$ cat src/hdl/rtsb_pkg.sv
package rtsb_pkg;

   // Tile geometry.
   localparam int TILE_WIDTH = 32;

   // Field widths.
   localparam int COORD_W   = 16;
   localparam int HEIGHT_W  = 8;
   localparam int BYTE_W    = 8;
   localparam int OFFSET_W  = 24;
   localparam int STATUS_W  = 2;
   localparam int ROW_W     = 8;
   localparam int WIDTH_W   = 10;
   localparam int COL_W     = 12;
   localparam int PITCH_W   = 12;
   localparam int XLIM_W    = 12;
   localparam int YLIM_W    = 10;
   localparam int MODE_W    = 2;

   localparam int REQ_DATA_W = 48;
   localparam int RSP_DATA_W = 40;
   localparam int CSR_ADDR_W = 4;
   localparam int CSR_DATA_W = 32;

   // Item kinds on the request tuser bit.
   localparam logic FUNC_START = 1'b0;
   localparam logic FUNC_DATA  = 1'b1;

   // Parser modes.
   localparam logic [MODE_W-1:0] MODE_IDLE   = 2'd0;
   localparam logic [MODE_W-1:0] MODE_SKIP   = 2'd1;
   localparam logic [MODE_W-1:0] MODE_LCOUNT = 2'd2;
   localparam logic [MODE_W-1:0] MODE_LDATA  = 2'd3;

   // Tile status codes.
   localparam logic [STATUS_W-1:0] STATUS_DRAWN     = 2'd0;
   localparam logic [STATUS_W-1:0] STATUS_X_CLIP    = 2'd1;
   localparam logic [STATUS_W-1:0] STATUS_TOP_CLIP  = 2'd2;
   localparam logic [STATUS_W-1:0] STATUS_BOTTOM_CUT = 2'd3;

   // Register indexes (byte address is 4 times the index).
   localparam logic [1:0] REG_ROW_PITCH   = 2'd0;
   localparam logic [1:0] REG_X_LIMIT     = 2'd1;
   localparam logic [1:0] REG_Y_LIMIT     = 2'd2;
   localparam logic [1:0] REG_BASE_HEIGHT = 2'd3;

   localparam logic [PITCH_W-1:0]  PITCH_RESET  = 12'd320;
   localparam logic [XLIM_W-1:0]   XLIM_RESET   = 12'd288;
   localparam logic [YLIM_W-1:0]   YLIM_RESET   = 10'd137;
   localparam logic [HEIGHT_W-1:0] BASE_RESET   = 8'd15;

   // One result beat as it sits in the output or skid register.
   typedef struct packed {
      logic [RSP_DATA_W-1:0] tdata;
      logic                  tuser;
      logic                  tlast;
   } rsp_beat_type;

endpackage

$ cat src/hdl/rle_tile_span_blitter.sv
// Run-length tile span blitter.
//
// The request channel (req_) carries two kinds of beats, told apart by
// req_tuser: a start beat opens a tile with its position and height, and a
// data beat carries the next byte of the coded tile stream. The response
// channel (rsp_) carries pixel writes (rsp_tuser high) and one tile-end beat
// per tile (rsp_tlast high) that reports the clip status.
// Registers row_pitch, x_limit, y_limit and base_height sit on the csr_ port
// at byte addresses 0, 4, 8 and 12; write them only while no tile is open.
//
// Each request beat is decoded in the cycle it is accepted; any result it
// causes enters the response register, or the skid register while that one
// stalls. One beat can be accepted every cycle while the skid is empty; the
// path that sets this is a 16 by 12 bit multiply of the absolute row by the
// pitch followed by a three-input add. A response register plus one skid
// register part the two channels, so a request beat is still taken while a
// response waits; req_tready drops only once both are full. Reset restores the
// register defaults, closes any open tile and empties both response registers.
module rle_tile_span_blitter (
   input  logic                            clock,
   input  logic                            reset,
   // tile_x [15:0], tile_y [31:16], tile_height [39:32], data_byte [47:40]
   input  logic [rtsb_pkg::REQ_DATA_W-1:0] req_tdata,
   // func
   input  logic                            req_tuser,
   input  logic                            req_tvalid,
   output logic                            req_tready,
   // pixel_offset [23:0], pixel_value [31:24], status [33:32], zero fill
   output logic [rtsb_pkg::RSP_DATA_W-1:0] rsp_tdata,
   // is_write
   output logic                            rsp_tuser,
   output logic                            rsp_tlast,
   output logic                            rsp_tvalid,
   input  logic                            rsp_tready,
   input  logic                            csr_psel,
   input  logic                            csr_penable,
   input  logic                            csr_pwrite,
   input  logic [rtsb_pkg::CSR_ADDR_W-1:0] csr_paddr,
   input  logic [rtsb_pkg::CSR_DATA_W-1:0] csr_pwdata,
   output logic [rtsb_pkg::CSR_DATA_W-1:0] csr_prdata,
   output logic                            csr_pready
);

   // Configuration registers.
   logic [rtsb_pkg::PITCH_W-1:0]  row_pitch_ff;
   logic [rtsb_pkg::XLIM_W-1:0]   x_limit_ff;
   logic [rtsb_pkg::YLIM_W-1:0]   y_limit_ff;
   logic [rtsb_pkg::HEIGHT_W-1:0] base_height_ff;
   logic                          csr_write;
   logic [1:0]                    csr_index;

   // Parser state. row_abs holds the raised top row, clamped at zero, plus the row index.
   logic [rtsb_pkg::MODE_W-1:0]   mode_ff,         mode_in;
   logic [rtsb_pkg::ROW_W-1:0]    row_index_ff,    row_index_in;
   logic [rtsb_pkg::COORD_W-1:0]  row_abs_ff,      row_abs_in;
   logic [rtsb_pkg::WIDTH_W-1:0]  width_count_ff,  width_count_in;
   logic [rtsb_pkg::BYTE_W-1:0]   literal_left_ff, literal_left_in;
   logic [rtsb_pkg::COL_W-1:0]    column_pos_ff,   column_pos_in;
   logic [rtsb_pkg::COORD_W-1:0]  origin_x_ff,     origin_x_in;
   logic [rtsb_pkg::ROW_W-1:0]    rows_total_ff,   rows_total_in;
   logic [rtsb_pkg::STATUS_W-1:0] clip_status_ff,  clip_status_in;

   // Response registers.
   rtsb_pkg::rsp_beat_type out_ff, out_in, skid_ff, skid_in, res_beat;
   logic                   out_valid_ff, out_valid_in;
   logic                   skid_valid_ff, skid_valid_in;
   logic                   res_valid;

   // Request fields.
   logic [rtsb_pkg::COORD_W-1:0]  tile_x;
   logic [rtsb_pkg::COORD_W-1:0]  tile_y;
   logic [rtsb_pkg::HEIGHT_W-1:0] tile_height;
   logic [rtsb_pkg::BYTE_W-1:0]   data_byte;
   logic                          req_accept;
   logic                          out_take;

   // Start decode.
   logic                          raised;
   logic [rtsb_pkg::HEIGHT_W-1:0] excess;
   logic [rtsb_pkg::COORD_W:0]    raised_top;
   logic [rtsb_pkg::COORD_W:0]    bottom_sum;
   logic                          x_clip;

   // Data decode.
   logic [rtsb_pkg::WIDTH_W-1:0]  width_sum;
   logic [rtsb_pkg::ROW_W-1:0]    row_next;
   logic                          row_visible;
   logic                          draw_ok;
   logic [27:0]                   row_base;
   logic [rtsb_pkg::OFFSET_W-1:0] pixel_offset;

   assign tile_x      = req_tdata[15:0];
   assign tile_y      = req_tdata[31:16];
   assign tile_height = req_tdata[39:32];
   assign data_byte   = req_tdata[47:40];

   assign req_tready = !skid_valid_ff;
   assign req_accept = req_tvalid && req_tready;
   assign out_take   = out_valid_ff && rsp_tready;

   // ---------------------------------------------------------------
   // Configuration port: writes complete in the access cycle.
   // ---------------------------------------------------------------
   assign csr_pready = 1'b1;
   assign csr_write  = csr_psel && csr_penable && csr_pwrite && csr_pready;
   assign csr_index  = csr_paddr[3:2];

   always_ff @(posedge clock) begin
      if (reset) begin
         row_pitch_ff   <= rtsb_pkg::PITCH_RESET;
         x_limit_ff     <= rtsb_pkg::XLIM_RESET;
         y_limit_ff     <= rtsb_pkg::YLIM_RESET;
         base_height_ff <= rtsb_pkg::BASE_RESET;
      end else if (csr_write) begin
         case (csr_index)
            rtsb_pkg::REG_ROW_PITCH:   row_pitch_ff   <= csr_pwdata[11:0];
            rtsb_pkg::REG_X_LIMIT:     x_limit_ff     <= csr_pwdata[11:0];
            rtsb_pkg::REG_Y_LIMIT:     y_limit_ff     <= csr_pwdata[9:0];
            rtsb_pkg::REG_BASE_HEIGHT: base_height_ff <= csr_pwdata[7:0];
            default: ;
         endcase
      end
   end

   always_comb begin
      case (csr_index)
         rtsb_pkg::REG_ROW_PITCH:   csr_prdata = {20'd0, row_pitch_ff};
         rtsb_pkg::REG_X_LIMIT:     csr_prdata = {20'd0, x_limit_ff};
         rtsb_pkg::REG_Y_LIMIT:     csr_prdata = {22'd0, y_limit_ff};
         rtsb_pkg::REG_BASE_HEIGHT: csr_prdata = {24'd0, base_height_ff};
         default:                   csr_prdata = '0;
      endcase
   end

   // ---------------------------------------------------------------
   // Start beat: raise tall tiles and classify clipping.
   // ---------------------------------------------------------------
   assign raised     = tile_height > base_height_ff;
   assign excess     = tile_height - base_height_ff;
   assign raised_top = {tile_y[15], tile_y} - (raised ? {9'd0, excess} : 17'd0);
   assign bottom_sum = {1'b0, raised_top[15:0]} + {9'd0, tile_height};
   assign x_clip     = tile_x[15] || ({3'd0, tile_x[14:0]} >= {6'd0, x_limit_ff});

   // ---------------------------------------------------------------
   // Data beat: span arithmetic and the pixel address.
   // ---------------------------------------------------------------
   assign width_sum   = width_count_ff + {2'd0, data_byte};
   assign row_next    = row_index_ff + 8'd1;
   assign row_visible = row_abs_ff < {6'd0, y_limit_ff};
   assign draw_ok     = (clip_status_ff == rtsb_pkg::STATUS_DRAWN ||
                         clip_status_ff == rtsb_pkg::STATUS_BOTTOM_CUT) && row_visible;
   assign row_base    = {12'd0, row_abs_ff} * {16'd0, row_pitch_ff};
   assign pixel_offset = {8'd0, origin_x_ff} + {12'd0, column_pos_ff} + row_base[23:0];

   always_comb begin
      mode_in         = mode_ff;
      row_index_in    = row_index_ff;
      row_abs_in      = row_abs_ff;
      width_count_in  = width_count_ff;
      literal_left_in = literal_left_ff;
      column_pos_in   = column_pos_ff;
      origin_x_in     = origin_x_ff;
      rows_total_in   = rows_total_ff;
      clip_status_in  = clip_status_ff;
      res_valid       = 1'b0;
      res_beat        = '0;

      if (req_accept) begin
         if (req_tuser == rtsb_pkg::FUNC_START) begin
            if (x_clip) begin
               clip_status_in = rtsb_pkg::STATUS_X_CLIP;
            end else if (raised_top[16]) begin
               clip_status_in = rtsb_pkg::STATUS_TOP_CLIP;
            end else if (tile_height != 8'd0 && bottom_sum > {7'd0, y_limit_ff}) begin
               clip_status_in = rtsb_pkg::STATUS_BOTTOM_CUT;
            end else begin
               clip_status_in = rtsb_pkg::STATUS_DRAWN;
            end
            origin_x_in     = tile_x;
            row_abs_in      = raised_top[16] ? 16'd0 : raised_top[15:0];
            rows_total_in   = tile_height;
            row_index_in    = '0;
            width_count_in  = '0;
            literal_left_in = '0;
            column_pos_in   = '0;
            if (tile_height == 8'd0) begin
               // An empty tile closes at once.
               mode_in        = rtsb_pkg::MODE_IDLE;
               res_valid      = 1'b1;
               res_beat.tlast = 1'b1;
               res_beat.tdata[33:32] = clip_status_in;
            end else begin
               mode_in = rtsb_pkg::MODE_SKIP;
            end
         end else begin
            case (mode_ff)
               rtsb_pkg::MODE_SKIP: begin
                  width_count_in = width_sum;
                  if (width_sum >= 10'(rtsb_pkg::TILE_WIDTH)) begin
                     // The skip reached the tile edge: move to the next row.
                     row_index_in   = row_next;
                     row_abs_in     = row_abs_ff + 16'd1;
                     width_count_in = '0;
                     column_pos_in  = '0;
                     if (row_next >= rows_total_ff) begin
                        mode_in        = rtsb_pkg::MODE_IDLE;
                        res_valid      = 1'b1;
                        res_beat.tlast = 1'b1;
                        res_beat.tdata[33:32] = clip_status_ff;
                     end
                  end else begin
                     column_pos_in = column_pos_ff + {4'd0, data_byte};
                     mode_in       = rtsb_pkg::MODE_LCOUNT;
                  end
               end
               rtsb_pkg::MODE_LCOUNT: begin
                  width_count_in  = width_sum;
                  literal_left_in = data_byte;
                  mode_in = (data_byte != 8'd0) ? rtsb_pkg::MODE_LDATA : rtsb_pkg::MODE_SKIP;
               end
               rtsb_pkg::MODE_LDATA: begin
                  column_pos_in   = column_pos_ff + 12'd1;
                  literal_left_in = literal_left_ff - 8'd1;
                  if (literal_left_ff == 8'd1) begin
                     mode_in = rtsb_pkg::MODE_SKIP;
                  end
                  if (draw_ok) begin
                     res_valid             = 1'b1;
                     res_beat.tuser        = 1'b1;
                     res_beat.tdata[23:0]  = pixel_offset;
                     res_beat.tdata[31:24] = data_byte;
                  end
               end
               default: ;  // Data while no tile is open is dropped.
            endcase
         end
      end
   end

   // ---------------------------------------------------------------
   // Response register with a one-entry skid behind it.
   // ---------------------------------------------------------------
   always_comb begin
      out_in        = out_ff;
      skid_in       = skid_ff;
      out_valid_in  = out_valid_ff;
      skid_valid_in = skid_valid_ff;
      if (skid_valid_ff) begin
         // No request is taken while the skid is full.
         if (out_take) begin
            out_in        = skid_ff;
            skid_valid_in = 1'b0;
         end
      end else if (res_valid) begin
         if (!out_valid_ff || out_take) begin
            out_in       = res_beat;
            out_valid_in = 1'b1;
         end else begin
            skid_in       = res_beat;
            skid_valid_in = 1'b1;
         end
      end else if (out_take) begin
         out_valid_in = 1'b0;
      end
   end

   always_ff @(posedge clock) begin
      if (reset) begin
         mode_ff       <= rtsb_pkg::MODE_IDLE;
         row_index_ff  <= '0;
         width_count_ff <= '0;
         literal_left_ff <= '0;
         column_pos_ff <= '0;
         origin_x_ff   <= '0;
         row_abs_ff    <= '0;
         rows_total_ff <= '0;
         clip_status_ff <= '0;
         out_valid_ff  <= 1'b0;
         skid_valid_ff <= 1'b0;
      end else begin
         mode_ff       <= mode_in;
         row_index_ff  <= row_index_in;
         width_count_ff <= width_count_in;
         literal_left_ff <= literal_left_in;
         column_pos_ff <= column_pos_in;
         origin_x_ff   <= origin_x_in;
         row_abs_ff    <= row_abs_in;
         rows_total_ff <= rows_total_in;
         clip_status_ff <= clip_status_in;
         out_valid_ff  <= out_valid_in;
         skid_valid_ff <= skid_valid_in;
      end
   end

   always_ff @(posedge clock) begin
      out_ff  <= out_in;
      skid_ff <= skid_in;
   end

   assign rsp_tvalid = out_valid_ff;
   assign rsp_tdata  = out_ff.tdata;
   assign rsp_tuser  = out_ff.tuser;
   assign rsp_tlast  = out_ff.tlast;

endmodule

$ cat config.mk
export PLATFORM = sky130hd
export DESIGN_NAME = rle_tile_span_blitter
export DESIGN_NICKNAME = d
export VERILOG_FILES = /design/src/hdl/rtsb_pkg.sv /design/src/hdl/rle_tile_span_blitter.sv
export SDC_FILE = /design/constraint.sdc
export NUM_CORES = 1
export LEC_CHECK = 0
export ABC_CLOCK_PERIOD_IN_PS = 15420
export BUFFER_PORTS_ARGS = -buffer_cell sky130_fd_sc_hd__buf_2
export CORE_MARGIN = 2
export CORE_UTILIZATION = 45
export DETAILED_ROUTE_END_ITERATION = 8
export GPL_TIMING_DRIVEN = 0
export HOLD_SLACK_MARGIN = 0.15
export MAX_ROUTING_LAYER = met4
export PLACE_DENSITY = 0.62
export SYNTH_ARGS = -nofsm -noshare
export SYNTH_HDL_FRONTEND = slang
export SYNTH_SLANG_ARGS = --single-unit
$ cat constraint.sdc
create_clock -name clock -period 15.42 [get_ports clock]
set_clock_uncertainty 0.05 [all_clocks]
set_input_delay 3.084 -clock clock [delete_from_list [all_inputs] [get_ports clock]]
set_output_delay 3.084 -clock clock [all_outputs]
set_load 0.02 [all_outputs]
# [Word level (Yosys, flattened, before mapping)]
# Index checks and enable logic that the tools add are counted.
[word_totals] regBits=204 in_bits=92 output_inout_bits=77 elab_cells=148
[op_classes] addsub=11 mul=1 n_lt_le_gt_ge=6 n_eq_ne=18 muxes=56 n_bitwise=3 reduce_logical=32
[ops] operator="two-way mux 42 bit" count=4
[ops] operator="case mux 32 bit (4 select lines)" count=1
[ops] operator="two-way mux 33 bit" count=3
[ops] operator="two-way mux 16 bit" count=4
[ops] operator="two-way mux 8 bit" count=5
[ops] operator="two-way mux 36 bit" count=1
[ops] operator="two-way mux 2 bit" count=13
[ops] operator="adder 17 x 24 -> 24 bit" count=1
[ops] operator="multiplier 16 x 12 -> 24 bit" count=1
[ops] operator="two-way mux 12 bit" count=2
[ops] operator="case mux 12 bit (2 select lines)" count=1
[ops] operator="two-way mux 10 bit" count=2
[ops] operator="case mux 10 bit (2 select lines)" count=1
[ops] operator="adder 16 x 12 -> 17 bit" count=1
[ops] operator="adder 16 x 8 -> 17 bit" count=1
[ops] operator="greater-than comparator 17 x 10 -> 1 bit" count=1
[ops] operator="subtractor 16 x 9 -> 17 bit" count=1
[ops] operator="adder 16 x 1 -> 16 bit (second input constant)" count=1
[ops] operator="less-than comparator 16 x 10 -> 1 bit" count=1
[ops] operator="two-way mux 1 bit" count=16
[ops] operator="case mux 8 bit (2 select lines)" count=1
[ops] operator="AND reduction 2 bit" count=8
[ops] operator="nonzero test 8 bit" count=2
[ops] operator="greater-or-equal comparator 15 x 12 -> 1 bit" count=1
[ops] operator="28 further kinds" count=54

# [Depth between registers and ports, before layout]
[logic_depth] word_depth=15 mapped_depth=33 ltp_nobuf=33

# [Worst setup path after synthesis]
# No wires, ideal clock.
[synth_timing] kind="input to register" from="in req_tdata[32] (netlist bit)" to="reg out_ff (netlist bit rsp_tdata[33]) (data pin)" setup_ns=0.270 arrival_ns=8.421 t_required_ns=15.100 path_slack_ns=6.679 cell_stages=29 path_buffers=0 cell_sequence="inv_1 > ha_1 > fa_1 > nor2b_1 > o21ai_0 > a21boi_0 > o21ai_0 > a21boi_0 > o21a_1 > o22a_1 > nand2b_1 > ha_1 > nor2b_1 > o2111a_1 > or4_4 > and2_1 > nor2_1 > ha_1 > a21oi_1 > o21ai_0 > xnor2_1 > ha_1 > nand4_1 > a31oi_1 > or4_1 > a21oi_1 > o211a_1 > a211o_1 > a32oi_1"
[synth_rtl] element="start, declared" line_no="rle_tile_span_blitter.sv:23" text="input logic [rtsb_pkg::REQ_DATA_W-1:0] req_tdata,"
[synth_rtl] element="end signal, assigned" line_no="rle_tile_span_blitter.sv:296" text="out_ff <= out_in;"
[synth_rtl] element="end, declared" line_no="rle_tile_span_blitter.sv:64" text="rtsb_pkg::rsp_beat_type out_ff, out_in, skid_ff, skid_in, res_beat;"

==> impl_metrics.toml <==
[synth]
synth_top_cells_by_area = "fa_1 18%, dfxtp_1 14%, edfxtp_1 12%, ha_1 11%, nand2_1 7.0%"
yosysTopAreaCellShare_pct = 17.8
yosysWarnings = 0
synth_seq_cells = 198
ys_seq_area_share_pct = 25.4
synthCells = 2104
synth_edf_count = 72
synth_top_flop_cell = "dfxtp_1"
synth.largest_area_cell = "fa_1"
ys_types = 84
netlist_area_um2 = 18400
synthArstFlopShare_pct = 0
avgSynthCellArea_um2 = 8.77

[cts]
root_buffer = "clkbuf_16"
cts_tree = "done"
cts_resized = 0
cts_setup_buffers = 0
clock-sinks = 198
cts_max_path_buffers = 2
htreeDepth = 4
path_clk_slew_ns = 0.08
insertion_delay_ns = 0.47
cts_buffers = 17
cts.hold.buffers_added = 0

[sta]
fmax_mhz = 106
setup_tns_ns = 0
tightest_slew_ns = 1.06
period_needed_ns = 9.48
relSlewSlack_pct = 28.8
post-route-period-util_pct = 61.5
hold_viol_final = 0
setup_viol = 0
finalMaxSlewViolations = 0
rsz0062_at_grt = "false"
whs_ns = 0.413

[worst_setup_path]
crit_arrival_ns = 9.62
required_ns = 15.56
r2r-start = "row_pitch_ff[2]"
startpoint = "req_tdata[32]"
worstSetupStartpointType = "primary input"
critical_path.max_stage_delay_ns = 0.55
crit_type = "in2reg"
crit_path_end_kind = "register"
cp_max_fo = 8
cp_slowest_cell = "or4_4"
crit_top_cell = "ha_1"

[die]
core_um2 = 40600
die_h_um = 206
die-width_um = 206
ios = 169
fp.dieArea_um2 = 42600
start_util_pct = 45.4
rows = 74

[hold_path]
worst_hold_path_type = "reg2reg"
hp-start = "origin_x_ff[4]"

[global_routing]
antenna_found_initial = 0
overflow = 0
grt_pass1_wl_mm = 84.5
grt_start_max_net_pins = 19
grt_use_total_pct = 26.8
first_global_vias = 15252

[placement]
dp_hpwl_mm = 43.5
gp_congestion = 0.956
placed_cells = 2783
io_buffers = 117

[power]
powerDensity_nw_per_um2 = 66.9
power_leakage_nw = 9.31
peakVddDrop_mv = 0.0806
power_mw = 1.37

[detailed_routing]
totalWireLength_mm = 53.5
via_per_inst = 5.49
wl_per_cell_um = 19.0
ant_nets = 0
vias = 15456
drcViolationCount = 0
firstDrtPassIters = 5
drtIter0Drc = 1102

[cells_and_area]
final_cells = 2815
nets = 2686
n_antenna_cell = 0
area_growth_pct = 10.8
drive_gt1_share_pct = 9.68
seq_area_um2 = 4680
n_fill_cell = 3897
multi_input_area_um2 = 12400

[flow_run]
drv_cap = 0

[outcome]
status = "finished, final reports clean"
worst max-delay path: cells and delay by family:
family | cells | cell delay (ns)
buf+inv | 2 | 0.22
xor+xnor | 1 | 0.17
simple gates | 9 | 1.77
fa+ha+maj | 5 | 1.54
compound gates | 14 | 2.83
kinds of logic (layout without fill, tap and decap cells):
logic type / after synthesis / after routing / synth area share (%)
AND/OR/NAND/NOR: 704 / 704 / 17.6
AO/OA/AOI/OAI: 419 / 419 / 14.9
adder cells (fa/ha/maj): 324 / 324 / 28.6
XOR/XNOR: 62 / 62 / 3.02
multiplexers: 36 / 36 / 2.50
flip-flops: 198 / 198 / 25.4
other: 2 / 27 / 0.0407
buffers and inverters: 359 / 513 / 7.89
final cells by class:
cell class | count | area share [%]
multi-input combinational | 1572 | 60.7
sequential | 198 | 22.9
inverter | 238 | 4.37
tap | 532 | 3.26
timing repair buffer | 122 | 3.18
buffer | 121 | 2.75
clock buffer | 17 | 2.08
clock inverter | 15 | 0.716
per-layer routing:
layer	wire length [µm]	vias up	global-route usage [%]	share of wire, %
li1	-	7373	-	-
met1	24300	7434	36.1	45
met2	23700	551	40.8	44
met3	3510	98	4.08	6.6
met4	1930	0	10.2	3.6
met5	0	-	-	0
sequential cells by signal, summed over array words and instances (netlist names), 2 cells and up:
| name | flops |
|---|---|
| row_abs_ff | 16 |
| y_limit_ff | 10 |
| row_index_ff | 8 |
| clip_status_ff | 2 |
| rsp_tdata | 34 |
| width_count_ff | 10 |
| origin_x_ff | 16 |
| column_pos_ff | 12 |
| rows_total_ff | 8 |
| x_limit_ff | 12 |
| literal_left_ff | 8 |
| mode_ff | 2 |
| skid_ff | 36 |
| row_pitch_ff | 12 |
| base_height_ff | 8 |
placed cells by master (no fill, tap or decap), drive strengths merged, types with 14 or more instances in the layout:
master	synthesis	layout
ha	160	160
mux2i	27	27
xnor2	38	38
clkbuf	84	101
o21a	15	15
nand2b	14	14
edfxtp	72	72
nor2b	15	15
inv	238	243
nand2	343	343
nor3	40	40
o211ai	16	16
dfxtp	126	126
buf	37	159
fa	164	164
a211oi	22	22
conb	2	27
nor2	115	115
a21o	45	45
nand3	30	30
o21ai	89	89
xor2	24	24
a21oi	129	129
and2	73	73
cell usage after synthesis (22+ instances only):
| cell | instances |
|---|---|
| and2_1 | 73 |
| nand3_1 | 30 |
| clkbuf_1 | 84 |
| dfxtp_1 | 126 |
| a21o_1 | 45 |
| a21oi_1 | 125 |
| mux2i_1 | 27 |
| o21ai_0 | 85 |
| nor3_1 | 39 |
| a211oi_1 | 22 |
| nor2_1 | 115 |
| inv_1 | 238 |
| fa_1 | 164 |
| edfxtp_1 | 72 |
| ha_1 | 160 |
| buf_4 | 28 |
| xor2_1 | 23 |
| xnor2_1 | 37 |
| nand2_1 | 343 |
per-stage QoR:
stage	util [%]	instance area, µm²	setup WS, ns
after floorplan	-	18500	6.68
after global placement	48.7	19800	5.34
after detailed placement	48.9	19900	5.49
after CTS	50.3	20400	5.97
after global routing	50.3	20400	5.55
final	50.3	20400	5.94
final timing paths:
kind	slack (ns)	cells after the start	endpoint
worst min-delay path	0.41	2	origin_x_ff[4]
worst min register to register	0.41	2	origin_x_ff[4]
worst max register to register	8.45	21	rsp_tdata[20]
worst max-delay path	5.94	31	rsp_tdata[33]
report_power, final:
group | total (mW) | internal (mW) | switching [mW]
combinational | 0.354 | 0.135 | 0.219
clock | 0.452 | 0.226 | 0.226
sequential | 0.562 | 0.550 | 0.0116
(Power assumes the default switching activity.)
